File: src/hdl/deq_pkg.sv
package deq_pkg;

	// queue geometry
	localparam int DEPTH      = 64;
	localparam int DATA_WIDTH = 32;
	localparam int PTR_W      = $clog2(DEPTH);
	localparam int CNT_W      = $clog2(DEPTH + 1);

	// payload field widths
	localparam int OP_W     = 3;
	localparam int VALUE_W  = 32;
	localparam int INDEX_W  = 6;
	localparam int READ_W   = 32;
	localparam int STATUS_W = 3;
	localparam int OCC_W    = 7;

	typedef enum logic [OP_W-1:0] {
		OP_PUSH_BACK  = 3'd0,
		OP_POP_BACK   = 3'd1,
		OP_POP_FRONT  = 3'd2,
		OP_PUSH_FRONT = 3'd3,
		OP_READ_INDEX = 3'd4,
		OP_REMOVE     = 3'd5
	} op_t;

	typedef enum logic [STATUS_W-1:0] {
		ST_OK       = 3'd0,
		ST_EMPTY    = 3'd1,
		ST_FULL     = 3'd2,
		ST_RANGE    = 3'd3,
		ST_NOTFOUND = 3'd4
	} status_t;

	// ring position of front plus offset, offset at most DEPTH - 1
	function automatic logic [PTR_W-1:0] ring_add(input logic [PTR_W-1:0] ptr,
			input logic [PTR_W-1:0] off);
		logic [PTR_W:0] sum;
		sum = {1'b0, ptr} + {1'b0, off};
		if (sum >= (PTR_W + 1)'(DEPTH)) begin
			sum = sum - (PTR_W + 1)'(DEPTH);
		end
		return sum[PTR_W-1:0];
	endfunction

endpackage

File: src/hdl/deq_in_if.sv
interface deq_in_if;
	import deq_pkg::*;

	logic               valid;
	logic               ready;
	logic [OP_W-1:0]    op;
	logic [VALUE_W-1:0] value;
	logic [INDEX_W-1:0] index;

	modport source (output valid, output op, output value, output index, input ready);
	modport sink (input valid, input op, input value, input index, output ready);

endinterface

File: src/hdl/deq_out_if.sv
interface deq_out_if;
	import deq_pkg::*;

	logic                valid;
	logic                ready;
	logic [READ_W-1:0]   read_value;
	logic [STATUS_W-1:0] status;
	logic [OCC_W-1:0]    occupancy;

	modport source (output valid, output read_value, output status, output occupancy,
		input ready);
	modport sink (input valid, input read_value, input status, input occupancy,
		output ready);

endinterface

File: src/hdl/deq_ram.sv
module deq_ram #(
	parameter int WIDTH = 32,
	parameter int DEPTH = 64
) (
	input  logic                     clk,
	input  logic                     we,
	input  logic [$clog2(DEPTH)-1:0] waddr,
	input  logic [WIDTH-1:0]         wdata,
	input  logic [$clog2(DEPTH)-1:0] raddr,
	output logic [WIDTH-1:0]         rdata
);

	logic [WIDTH-1:0] mem_q [DEPTH];

	always_ff @(posedge clk) begin
		if (we) begin
			mem_q[waddr] <= wdata;
		end
		rdata <= mem_q[raddr];
	end

endmodule

File: src/hdl/double_ended_queue_engine.sv
// double-ended queue engine
//
// req channel: one beat per operation (op, value, index). ops are push back,
// pop back, pop front, push front, read at index from the front, and remove
// the first entry equal to value, closing the gap toward the front.
// rsp channel: one beat per request with read_value, status and occupancy
// (entry count after the operation). read_value is zero unless status is ok.
//
// path from request beat to response valid, with rsp not stalled:
//   pushes, errors, unused op codes: straight to the finish state
//   pops and index reads: one ring ram read (registered), then finish
//   remove: a search state reads from the front up to the match position,
//   one ram read per cycle; a compaction state then does one read and one
//   write per cycle up to the last entry. no match goes from search to finish
// a new request is taken the cycle after a response loads, so only one
// operation is worked at a time.
// reset empties the queue (front and count cleared); ram contents are left
// as they are, since only entries inside the count are ever read.
// a stalled rsp holds its beat in the output register; the next request is
// still taken and worked, and its response waits in the finish state.
module double_ended_queue_engine (
	input logic clk,
	input logic arst_n,
	deq_in_if.sink   req,
	deq_out_if.source rsp
);
	import deq_pkg::*;

	typedef enum logic [4:0] {
		S_IDLE  = 5'b00001,
		S_RD    = 5'b00010,
		S_SRCH  = 5'b00100,
		S_SHIFT = 5'b01000,
		S_DONE  = 5'b10000
	} state_t;

	// control state
	state_t           state_q, state_d;
	logic [PTR_W-1:0] front_q, front_d;
	logic [CNT_W-1:0] count_q, count_d;
	logic [CNT_W-1:0] idx_q, idx_d;
	logic             out_valid_q;

	// per-request working registers
	logic [DATA_WIDTH-1:0] word_q, word_d;
	logic [DATA_WIDTH-1:0] res_word_q, res_word_d;
	status_t               res_status_q, res_status_d;

	// response register payload
	logic [DATA_WIDTH-1:0] out_word_q;
	status_t               out_status_q;
	logic [CNT_W-1:0]      out_occ_q;

	// ring ram port
	logic                  mem_we;
	logic [PTR_W-1:0]      mem_waddr;
	logic [DATA_WIDTH-1:0] mem_wdata;
	logic [PTR_W-1:0]      mem_raddr;
	logic [DATA_WIDTH-1:0] mem_rdata;

	logic                  load_out;
	logic                  full;
	logic                  empty;
	logic [DATA_WIDTH-1:0] word_in;
	logic [CNT_W-1:0]      idx_inc;
	logic [CNT_W:0]        idx_inc2;

	deq_ram #(
		.WIDTH (DATA_WIDTH),
		.DEPTH (DEPTH)
	) u_ram (
		.clk   (clk),
		.we    (mem_we),
		.waddr (mem_waddr),
		.wdata (mem_wdata),
		.raddr (mem_raddr),
		.rdata (mem_rdata)
	);

	assign full     = (count_q == CNT_W'(DEPTH));
	assign empty    = (count_q == '0);
	assign word_in  = DATA_WIDTH'(req.value);
	assign idx_inc  = idx_q + CNT_W'(1);
	assign idx_inc2 = {1'b0, idx_q} + (CNT_W + 1)'(2);

	assign req.ready = (state_q == S_IDLE);

	always_comb begin
		state_d      = state_q;
		front_d      = front_q;
		count_d      = count_q;
		idx_d        = idx_q;
		word_d       = word_q;
		res_word_d   = res_word_q;
		res_status_d = res_status_q;
		mem_we       = 1'b0;
		mem_waddr    = front_q;
		mem_wdata    = word_in;
		mem_raddr    = front_q;
		load_out     = 1'b0;

		unique case (state_q)
			S_IDLE: begin
				if (req.valid) begin
					word_d       = word_in;
					res_word_d   = '0;
					res_status_d = ST_OK;
					state_d      = S_DONE;
					case (op_t'(req.op))
						OP_PUSH_BACK: begin
							if (full) begin
								res_status_d = ST_FULL;
							end else begin
								mem_we    = 1'b1;
								mem_waddr = ring_add(front_q, PTR_W'(count_q));
								count_d   = count_q + CNT_W'(1);
							end
						end
						OP_PUSH_FRONT: begin
							if (full) begin
								res_status_d = ST_FULL;
							end else begin
								// front steps back one place around the ring
								front_d   = ring_add(front_q, PTR_W'(DEPTH - 1));
								mem_we    = 1'b1;
								mem_waddr = front_d;
								count_d   = count_q + CNT_W'(1);
							end
						end
						OP_POP_BACK: begin
							if (empty) begin
								res_status_d = ST_EMPTY;
							end else begin
								mem_raddr = ring_add(front_q, PTR_W'(count_q - CNT_W'(1)));
								count_d   = count_q - CNT_W'(1);
								state_d   = S_RD;
							end
						end
						OP_POP_FRONT: begin
							if (empty) begin
								res_status_d = ST_EMPTY;
							end else begin
								mem_raddr = front_q;
								front_d   = ring_add(front_q, PTR_W'(1));
								count_d   = count_q - CNT_W'(1);
								state_d   = S_RD;
							end
						end
						OP_READ_INDEX: begin
							if (32'(req.index) >= 32'(count_q)) begin
								res_status_d = ST_RANGE;
							end else begin
								mem_raddr = ring_add(front_q, PTR_W'(req.index));
								state_d   = S_RD;
							end
						end
						OP_REMOVE: begin
							if (empty) begin
								res_status_d = ST_NOTFOUND;
							end else begin
								// search starts at the front entry
								mem_raddr = front_q;
								idx_d     = '0;
								state_d   = S_SRCH;
							end
						end
						default: begin
						end
					endcase
				end
			end
			S_RD: begin
				res_word_d = mem_rdata;
				state_d    = S_DONE;
			end
			S_SRCH: begin
				// rdata holds entry idx; fetch idx + 1 for either path
				mem_raddr = ring_add(front_q, PTR_W'(idx_inc));
				if (mem_rdata == word_q) begin
					res_word_d = mem_rdata;
					if (idx_inc >= count_q) begin
						// match on the last entry, nothing to move
						count_d = count_q - CNT_W'(1);
						state_d = S_DONE;
					end else begin
						state_d = S_SHIFT;
					end
				end else if (idx_inc >= count_q) begin
					res_status_d = ST_NOTFOUND;
					state_d      = S_DONE;
				end else begin
					idx_d = idx_inc;
				end
			end
			S_SHIFT: begin
				// rdata holds entry idx + 1, moved down into idx
				mem_we    = 1'b1;
				mem_waddr = ring_add(front_q, PTR_W'(idx_q));
				mem_wdata = mem_rdata;
				mem_raddr = ring_add(front_q, PTR_W'(idx_inc2));
				idx_d     = idx_inc;
				if (idx_inc2 >= {1'b0, count_q}) begin
					count_d = count_q - CNT_W'(1);
					state_d = S_DONE;
				end
			end
			S_DONE: begin
				// wait for the response register to free up
				if (!out_valid_q || rsp.ready) begin
					load_out = 1'b1;
					state_d  = S_IDLE;
				end
			end
			default: begin
				state_d = S_IDLE;
			end
		endcase
	end

	always_ff @(posedge clk or negedge arst_n) begin
		if (!arst_n) begin
			state_q     <= S_IDLE;
			front_q     <= '0;
			count_q     <= '0;
			idx_q       <= '0;
			out_valid_q <= 1'b0;
		end else begin
			state_q <= state_d;
			front_q <= front_d;
			count_q <= count_d;
			idx_q   <= idx_d;
			if (load_out) begin
				out_valid_q <= 1'b1;
			end else if (rsp.ready) begin
				out_valid_q <= 1'b0;
			end
		end
	end

	always_ff @(posedge clk) begin
		word_q       <= word_d;
		res_word_q   <= res_word_d;
		res_status_q <= res_status_d;
		if (load_out) begin
			out_word_q   <= res_word_q;
			out_status_q <= res_status_q;
			out_occ_q    <= count_q;
		end
	end

	assign rsp.valid      = out_valid_q;
	assign rsp.read_value = READ_W'(out_word_q);
	assign rsp.status     = STATUS_W'(out_status_q);
	assign rsp.occupancy  = OCC_W'(out_occ_q);

	// count never passes the ring size
	a_count_bound: assert property (@(posedge clk) disable iff (!arst_n)
		count_q <= CNT_W'(DEPTH))
		else $error("entry count above depth");

	// search index stays inside the held entries
	a_srch_idx: assert property (@(posedge clk) disable iff (!arst_n)
		(state_q == S_SRCH || state_q == S_SHIFT) |-> idx_q < count_q)
		else $error("remove index outside the queue");

	// compaction never reads the entry it is overwriting when the data is used
	a_shift_addr: assert property (@(posedge clk) disable iff (!arst_n)
		(state_q == S_SHIFT && idx_inc2 < {1'b0, count_q}) |-> mem_waddr != mem_raddr)
		else $error("compaction read and write collide");

	// a successful pop from the back takes exactly one entry
	a_pop_count: assert property (@(posedge clk) disable iff (!arst_n)
		(req.valid && req.ready && req.op == OP_W'(OP_POP_BACK) && !empty)
		|=> count_q == $past(count_q) - CNT_W'(1))
		else $error("pop did not decrement count");

	// a response beat only appears out of the finish state
	a_rsp_src: assert property (@(posedge clk) disable iff (!arst_n)
		(rsp.valid && !$past(rsp.valid && !rsp.ready)) |-> $past(state_q == S_DONE))
		else $error("response loaded outside finish state");

endmodule

File: src/flat_wrapper.sv
// flat-port wrapper written by rule: the top's interface ports become plain ports
module double_ended_queue_engine_flat import deq_pkg::*;
  (clk, arst_n, req_valid, req_op, req_value, req_index, req_ready, rsp_valid, rsp_read_value, rsp_status, rsp_occupancy, rsp_ready);
  deq_in_if req_i ();
  deq_out_if rsp_i ();
  input logic clk;
  input logic arst_n;
  input wire logic [$bits(req_i.valid)-1:0] req_valid;
  input wire logic [$bits(req_i.op)-1:0] req_op;
  input wire logic [$bits(req_i.value)-1:0] req_value;
  input wire logic [$bits(req_i.index)-1:0] req_index;
  output wire logic [$bits(req_i.ready)-1:0] req_ready;
  output wire logic [$bits(rsp_i.valid)-1:0] rsp_valid;
  output wire logic [$bits(rsp_i.read_value)-1:0] rsp_read_value;
  output wire logic [$bits(rsp_i.status)-1:0] rsp_status;
  output wire logic [$bits(rsp_i.occupancy)-1:0] rsp_occupancy;
  input wire logic [$bits(rsp_i.ready)-1:0] rsp_ready;
  assign req_i.valid = req_valid;
  assign req_i.op = req_op;
  assign req_i.value = req_value;
  assign req_i.index = req_index;
  assign req_ready = req_i.ready;
  assign rsp_valid = rsp_i.valid;
  assign rsp_read_value = rsp_i.read_value;
  assign rsp_status = rsp_i.status;
  assign rsp_occupancy = rsp_i.occupancy;
  assign rsp_i.ready = rsp_ready;
  double_ended_queue_engine u_core (.clk(clk), .arst_n(arst_n), .req(req_i), .rsp(rsp_i));
endmodule
File: config.mk
export PLATFORM = sky130hd
export DESIGN_NAME = double_ended_queue_engine_flat
export DESIGN_NICKNAME = d
export VERILOG_FILES = /design/src/hdl/deq_pkg.sv /design/src/hdl/deq_in_if.sv /design/src/hdl/deq_out_if.sv /design/src/hdl/deq_ram.sv /design/src/hdl/double_ended_queue_engine.sv /design/src/flat_wrapper.sv
export SDC_FILE = /design/constraint.sdc
export NUM_CORES = 2
export LEC_CHECK = 0
export ABC_AREA = 1
export BUFFER_PORTS_ARGS = -buffer_cell sky130_fd_sc_hd__buf_2
export CORE_MARGIN = 8
export CORE_UTILIZATION = 40
export CTS_CLUSTER_DIAMETER = 200
export DETAILED_ROUTE_END_ITERATION = 10
export SLEW_MARGIN = 20
export SYNTH_ARGS = -nofsm -noshare
export SYNTH_HDL_FRONTEND = slang
export SYNTH_SLANG_ARGS = --single-unit
File: constraint.sdc
create_clock -name clk -period 9.7 [get_ports clk]
set_input_delay 0.97 -clock clk [delete_from_list [all_inputs] [get_ports clk]]
set_output_delay 0.97 -clock clk [all_outputs]
set_load 0.02 [all_outputs]
# Yosys cells after proc, flatten, opt, wreduce, memory -nomap -nowiden
# Memory sizes are Yosys's and may differ from the RTL's. A register that Yosys moved wholly into a read port is not among the register bits.
# Cells that the tools add are included.
# Widths: inputs -> output; s select.
# totals
wordCells,155
ramBits,2048
out_inout_bits,44
input_bits,45
regBits,135
n_memories,1
# op_classes
n_lt_le_gt_ge,11
n_eq_ne,26
n_addsub,20
mux,68
reduce_logical,18
# mem_list
name,words,width,rd,rd_clocked_by_memory_dff,wr,line_no,text
u_core.u_ram.mem_q,64,32,1,1,1,deq_ram.sv:13,logic [WIDTH-1:0] mem_q [DEPTH];
# op_table
operator,count
$mux 32,3
$pmux 32 s3,1
$mux 6,15
$mux 7,11
$ge 7x7->1 const B,8
$pmux 6 s2,4
$sub 6x1->6 const B,8
$mux 5,9
$add 6x6->7,6
$pmux 7 s3,2
$eq 32x32->1,1
$pmux 5 s5,1
$pmux 6 s3,1
$pmux 5 s3,1
$add 7x1->7 const B,2
$pmux 7 s2,1
$mux 3,4
$pmux 3 s4,1
$reduce_and 4->1,3
$mux 1,10
$ne 2x1->1 const B,5
$ne 2x2->1 const B,5
$ne 3x3->1 const B,3
$add 7x2->8 const B,1
30 further kinds,37

# Logic depth before layout (Yosys ltp)
# depth
word_depth,8
ltp_mapped,25

# By module
# A second synthesis with hierarchy kept.
# unflattened
hier_cells,7814
area_unflattened_um2,91506.5
# by_module_without_submodules
module,n_inst,area_per_inst_um2,cells_each
deq_ram,1,82785.6,6785
double_ended_queue_engine,1,8720.9,1029

# Worst setup path after synthesis
# OpenSTA, ideal clock, no wires.
# synth_path
path_type,reg-to-reg
startpoint,reg u_core.state_q[0]
endpoint,mem u_core.u_ram.mem_q[0][0] (data pin)
synth_period_minus_slack_ns,4.470
arrival_time_ns,3.768
stages_incl_launch_ff,7
path_slack_ns,5.230
path_cell_list,dfstp_2 nor2_2 nand4_1 buf_2 buf_1 clkbuf_1 o21ai_0
# synth_via
elab_chain_len,2
# synth_lines
item,line_no,text
from (decl),double_ended_queue_engine.sv:38,"state_t state_q, state_d;"
from (signal assigned),double_ended_queue_engine.sv:228,state_q <= state_d;
$eq 5x4->1,double_ended_queue_engine.sv:102,unique case (state_q)
$mux 32,double_ended_queue_engine.sv:102,
via u_core.mem_wdata[0],double_ended_queue_engine.sv:57,logic [DATA_WIDTH-1:0] mem_wdata;
to (decl),deq_ram.sv:13,
# The timed path passes the listed nets, and every way through them passes these cells.

# Worst setup path in the final report
# layout_path
startpoint,reg u_core.state_q[0]
endpoint,reg u_core.u_ram.rdata[9] (read register of u_core.u_ram.mem_q)
# layout_via
elab_chain_len,2
elab_cells_between_ends,4
cone_classes,3 x eq/ne; 1 x mux
# layout_lines
item,line_no,text
"$eq 5x4->1, or another cell as far along",double_ended_queue_engine.sv:102,
$pmux 6 s3 *,double_ended_queue_engine.sv:102,
to (decl),deq_ram.sv:10,output logic [WIDTH-1:0] rdata
# Every way passes the cells marked *; elsewhere a longest branch is shown, timed or not.
# A chain may end at the register's enable or synchronous reset.

==> run metrics <==
GPL Wtd Cong=~0.85; Max-cap violations=0; Tcrit/Tclk final=between 60% and 70%; Skew-Pair Late Insertion Delay=between 0.8 and 0.9 ns; nets=approximately 9100; post-place instance area=roughly 100000 um^2; Setup-failing EPs final=0; Crit path required time=approximately 10 ns; cts hold-fix bufs=0; CTS tree=built; yosys warns=0; most used routing layer=met2; Crit. Startpoint=u_core.state_q[0]$_DFFE_PN1P_; Worst setup EP type=register; Syn Nets=between 9000 and 10000; CP top delay family=simple AND/OR/NAND/NOR gates; CTS Root Cell=clkbuf_16; syn_area_per_cell=approximately 11 um^2; PortBufs=88; skew final=between 0.06 and 0.07 ns; Slowest-stage cell, CP=buf_12; Die Footprint=262200 um^2; crit path kind=reg -> reg; relative slew slack=between 20 and 25%; Synth Register Bits=about 2200; CP max FO=around 210; met2 GRT Util=a little over a third; grt ovf=0; grt met3 use=4.159%; Final Max Slew Viols=0; PD cells=~360 nW/um^2; CP Cell Sequence=nor2_2, nand4_1, buf_4, nand2_2, inv_2, nand2_2, nand2_1, inv_1, nand2_1, nand2_8, nand2_8, buf_12, buf_12, nand2_1, nand3_1, nand3_1, nand3_1, nand3_1, nand3_1, nand2_1; drt pass-1 iters=6; Synth Flop Type=edfxtp_1; clock buffer depth=3; core area=245300 um^2; cell mode on critical path=nand3_1; Leakage=roughly 0.043 uW; PostCTS Resize Cnt=0; Worst-path clk slew=around 0.060 ns; outcome=finished, final reports clean; via count=67740; Max Fclk=~0.15 GHz; share of cells above drive strength 1=about 8.0%; VDD IR-drop max=approximately 0.56 mV; Unique masters post-synth=53; Final Hold Violating Endpoints=0; Clock Sinks=about 2200; total wire length=~300000 um; initial antenna violation count=12; Starting Density=40.13%; Data arrival, critical path=7.36 ns; WL/cell=24.41 um; Async S/R FF share, synth=around 1.2%; max incr delay on CP=~0.76 ns; first-pass GRT wire length=approximately 440000 um; area delta synth->final=12.03%; RR Startpoint=u_core.state_q[0]$_DFFE_PN1P_; largest net degree at the start of global routing=around 210; detailed placer's ending HPWL=between 150000 and 200000 um; number of enable flip-flop cells after synthesis=2157; setup tns final=0 ns; Tmin final=6.617 ns; drt drc=0; IO Pins=89; DRT iter0 DRCs=about 8900; Tightest Hold Check Type=in -> async; RSZ-0062 raised after global routing=false; post-layout util=44.96%; mapped cell area=just under 100000 um^2; CP Buf/Inv Count=5; via count of the first global-routing pass=about 64000; GRT Total Usage=roughly 22%; sequential area share after synthesis=around 67%; CTS H-tree depth=4; Die Y=512.1 um; Setup crit start kind=register; CTS Buf Count=~230; row cnt=approximately 180; post-CTS setup buffers=0; chip width=approximately 500 um; vias per cell=approximately 5.5; met1 GRT Util=between 30 and 40%; cell area after layout=between 100000 and 150000 um^2; antenna-violating nets left=0; Worst Tran Pin Value=1.149 ns; Cells after Synth=9032
==> where the power goes <==
group          internal [uW]  leakage [uW]  switching (uW)
registers              10900        0.0200             307
clock network           4970       0.00362            3750
logic                   4930        0.0197           14800
total                  20800        0.0433           18800
==> final timing paths <==
| check | end | slack [ns] | depth (start not counted) |
|---|---|---|---|
| setup / recovery | u_core.u_ram.rdata[9]$_DFF_P_ | 3.08 | 20 |
| setup reg to reg | u_core.u_ram.rdata[9]$_DFF_P_ | 3.08 | 20 |
| max in group asynchronous | u_core.front_q[0]$_DFFE_PN0P_ | 8.99 | 1 |
| min in group clk | u_core.word_q[24]$_DFFE_PP_ | 0.28 | 1 |
| hold reg to reg | u_core.rsp.read_value[26]$_DFFE_PP_ | 0.41 | 0 |
| hold / removal | u_core.front_q[2]$_DFFE_PN0P_ | 0.17 | 1 |
==> per-stage QoR <==
stage	std cells	worst slack [ns]	power, uW	hold slack [ns]
2_1_floorplan	9032	5.230	23830	0.4003
3_3_place_gp	11960	3.160	30620	0.4033
3_5_place_dp	11960	3.068	30780	0.4045
4_1_cts	12380	3.094	39470	0.1199
5_1_grt	12380	2.684	41580	0.1924
6_report	12380	3.083	39600	0.1700
==> kinds of logic after synthesis <==
kind of cell / Yosys count / synth area share, %
AO/OA/AOI/OAI: 151 / 0.8835
XOR/XNOR: 64 / 0.5695
adder cells (fa/ha/maj): 56 / 0.7500
buffers and inverters: 1997 / 8.080
flip-flops: 2215 / 67.12
AND/OR/NAND/NOR: 4549 / 22.60
==> worst register-to-register path: stages, from the launching register on <==
cell and delay [ns]:
dfstp_2 0.55, nor2_2 0.06, nand4_1 0.14, buf_4 0.62
nand2_2 0.31, inv_2 0.16, nand2_2 0.21, nand2_1 0.18
inv_1 0.06, nand2_1 0.21, nand2_8 0.37, nand2_8 0.71
buf_12 0.79, buf_12 0.74, nand2_1 0.28, nand3_1 0.12
nand3_1 0.09, nand3_1 0.17, nand3_1 0.30, nand3_1 0.37
nand2_1 0.08
==> synthesized netlist by cell type (2+ instances only) <==
master,n,area [um^2]
clkbuf_1,169,634.4
fa_1,5,100.1
buf_4,6,45.04
nand3b_1,609,4572
o21ai_1,4,20.02
xnor2_1,27,236.5
inv_2,10,37.54
buf_2,341,1707
nor2_1,148,555.5
nand2_2,4,25.02
o2111a_1,2,22.52
o21ai_0,69,345.3
nand3_2,3,30.03
nor3_2,2,20.02
o211ai_1,6,45.04
nand3_1,2155,10790
buf_1,32,120.1
nor2_2,4,25.02
or2_2,14,87.58
a31oi_1,5,31.28
nor4_1,2,12.51
a211oi_1,3,22.52
edfxtp_1,2157,64770
o2111ai_1,2,17.52
o22ai_1,12,75.07
a21oi_1,34,170.2
o21a_1,2,15.01
nand2_1,1576,5916
nor3_1,9,45.04
dfxtp_1,32,640.6
o31ai_1,3,22.52
nand4_1,18,112.6
ha_1,51,638.1
inv_1,1437,5394
dfrtp_1,25,625.6
xor2_1,37,324.1
==> registers in the layout, indices dropped and copies added, names as in the netlist, 5 cells and up <==
name                   cells
u_core.u_ram.mem_q      2048
u_core.res_word_q         32
u_core.rsp.read_value     32
u_core.u_ram.rdata        32
u_core.word_q             32
u_core.count_q             7
u_core.idx_q               7
u_core.rsp.occupancy       7
u_core.front_q             6
u_core.state_q             5
==> layout by cell type (no fill, tap or decap), types with 25 or more instances in the layout <==
cell type | netlist | routed
a21oi_1 | 34 | 33
buf_2 | 341 | 88
buf_4 | 6 | 145
clkbuf_1 | 169 | 58
clkbuf_16 | 0 | 229
clkinv_1 | 1 | 34
clkinv_2 | 0 | 41
dfrtp_1 | 25 | 25
dfxtp_1 | 32 | 32
edfxtp_1 | 2157 | 2157
ha_1 | 51 | 51
inv_1 | 1437 | 1436
nand2_1 | 1576 | 1576
nand3_1 | 2155 | 2155
nand3b_1 | 609 | 609
nor2_1 | 148 | 80
nor2_4 | 1 | 66
o21ai_0 | 69 | 36
o21ai_4 | 0 | 35
xnor2_1 | 27 | 27
xor2_1 | 37 | 37
==> routing by layer <==
layer	share of wire, %	vias up	routed length, um
met5	0	-	0
met4	3.3	0	9981
met3	9.7	520	29400
met2	46	3357	139400
met1	41	33340	123400
li1	-	30530	-
==> layout make-up <==
type,count,area (um^2)
Timing Repair Buffer,254,1957
Multi-Input combinational cell,4820,25340
Inverter,1448,5465
Antenna cell,3,7.507
Clock inverter,115,1181
Clock buffer,307,6223
Fill cell,22120,135000
Tap cell,3220,4029
Sequential cell,2215,66060
No activity file was read; power rests on OpenSTA's default activity.
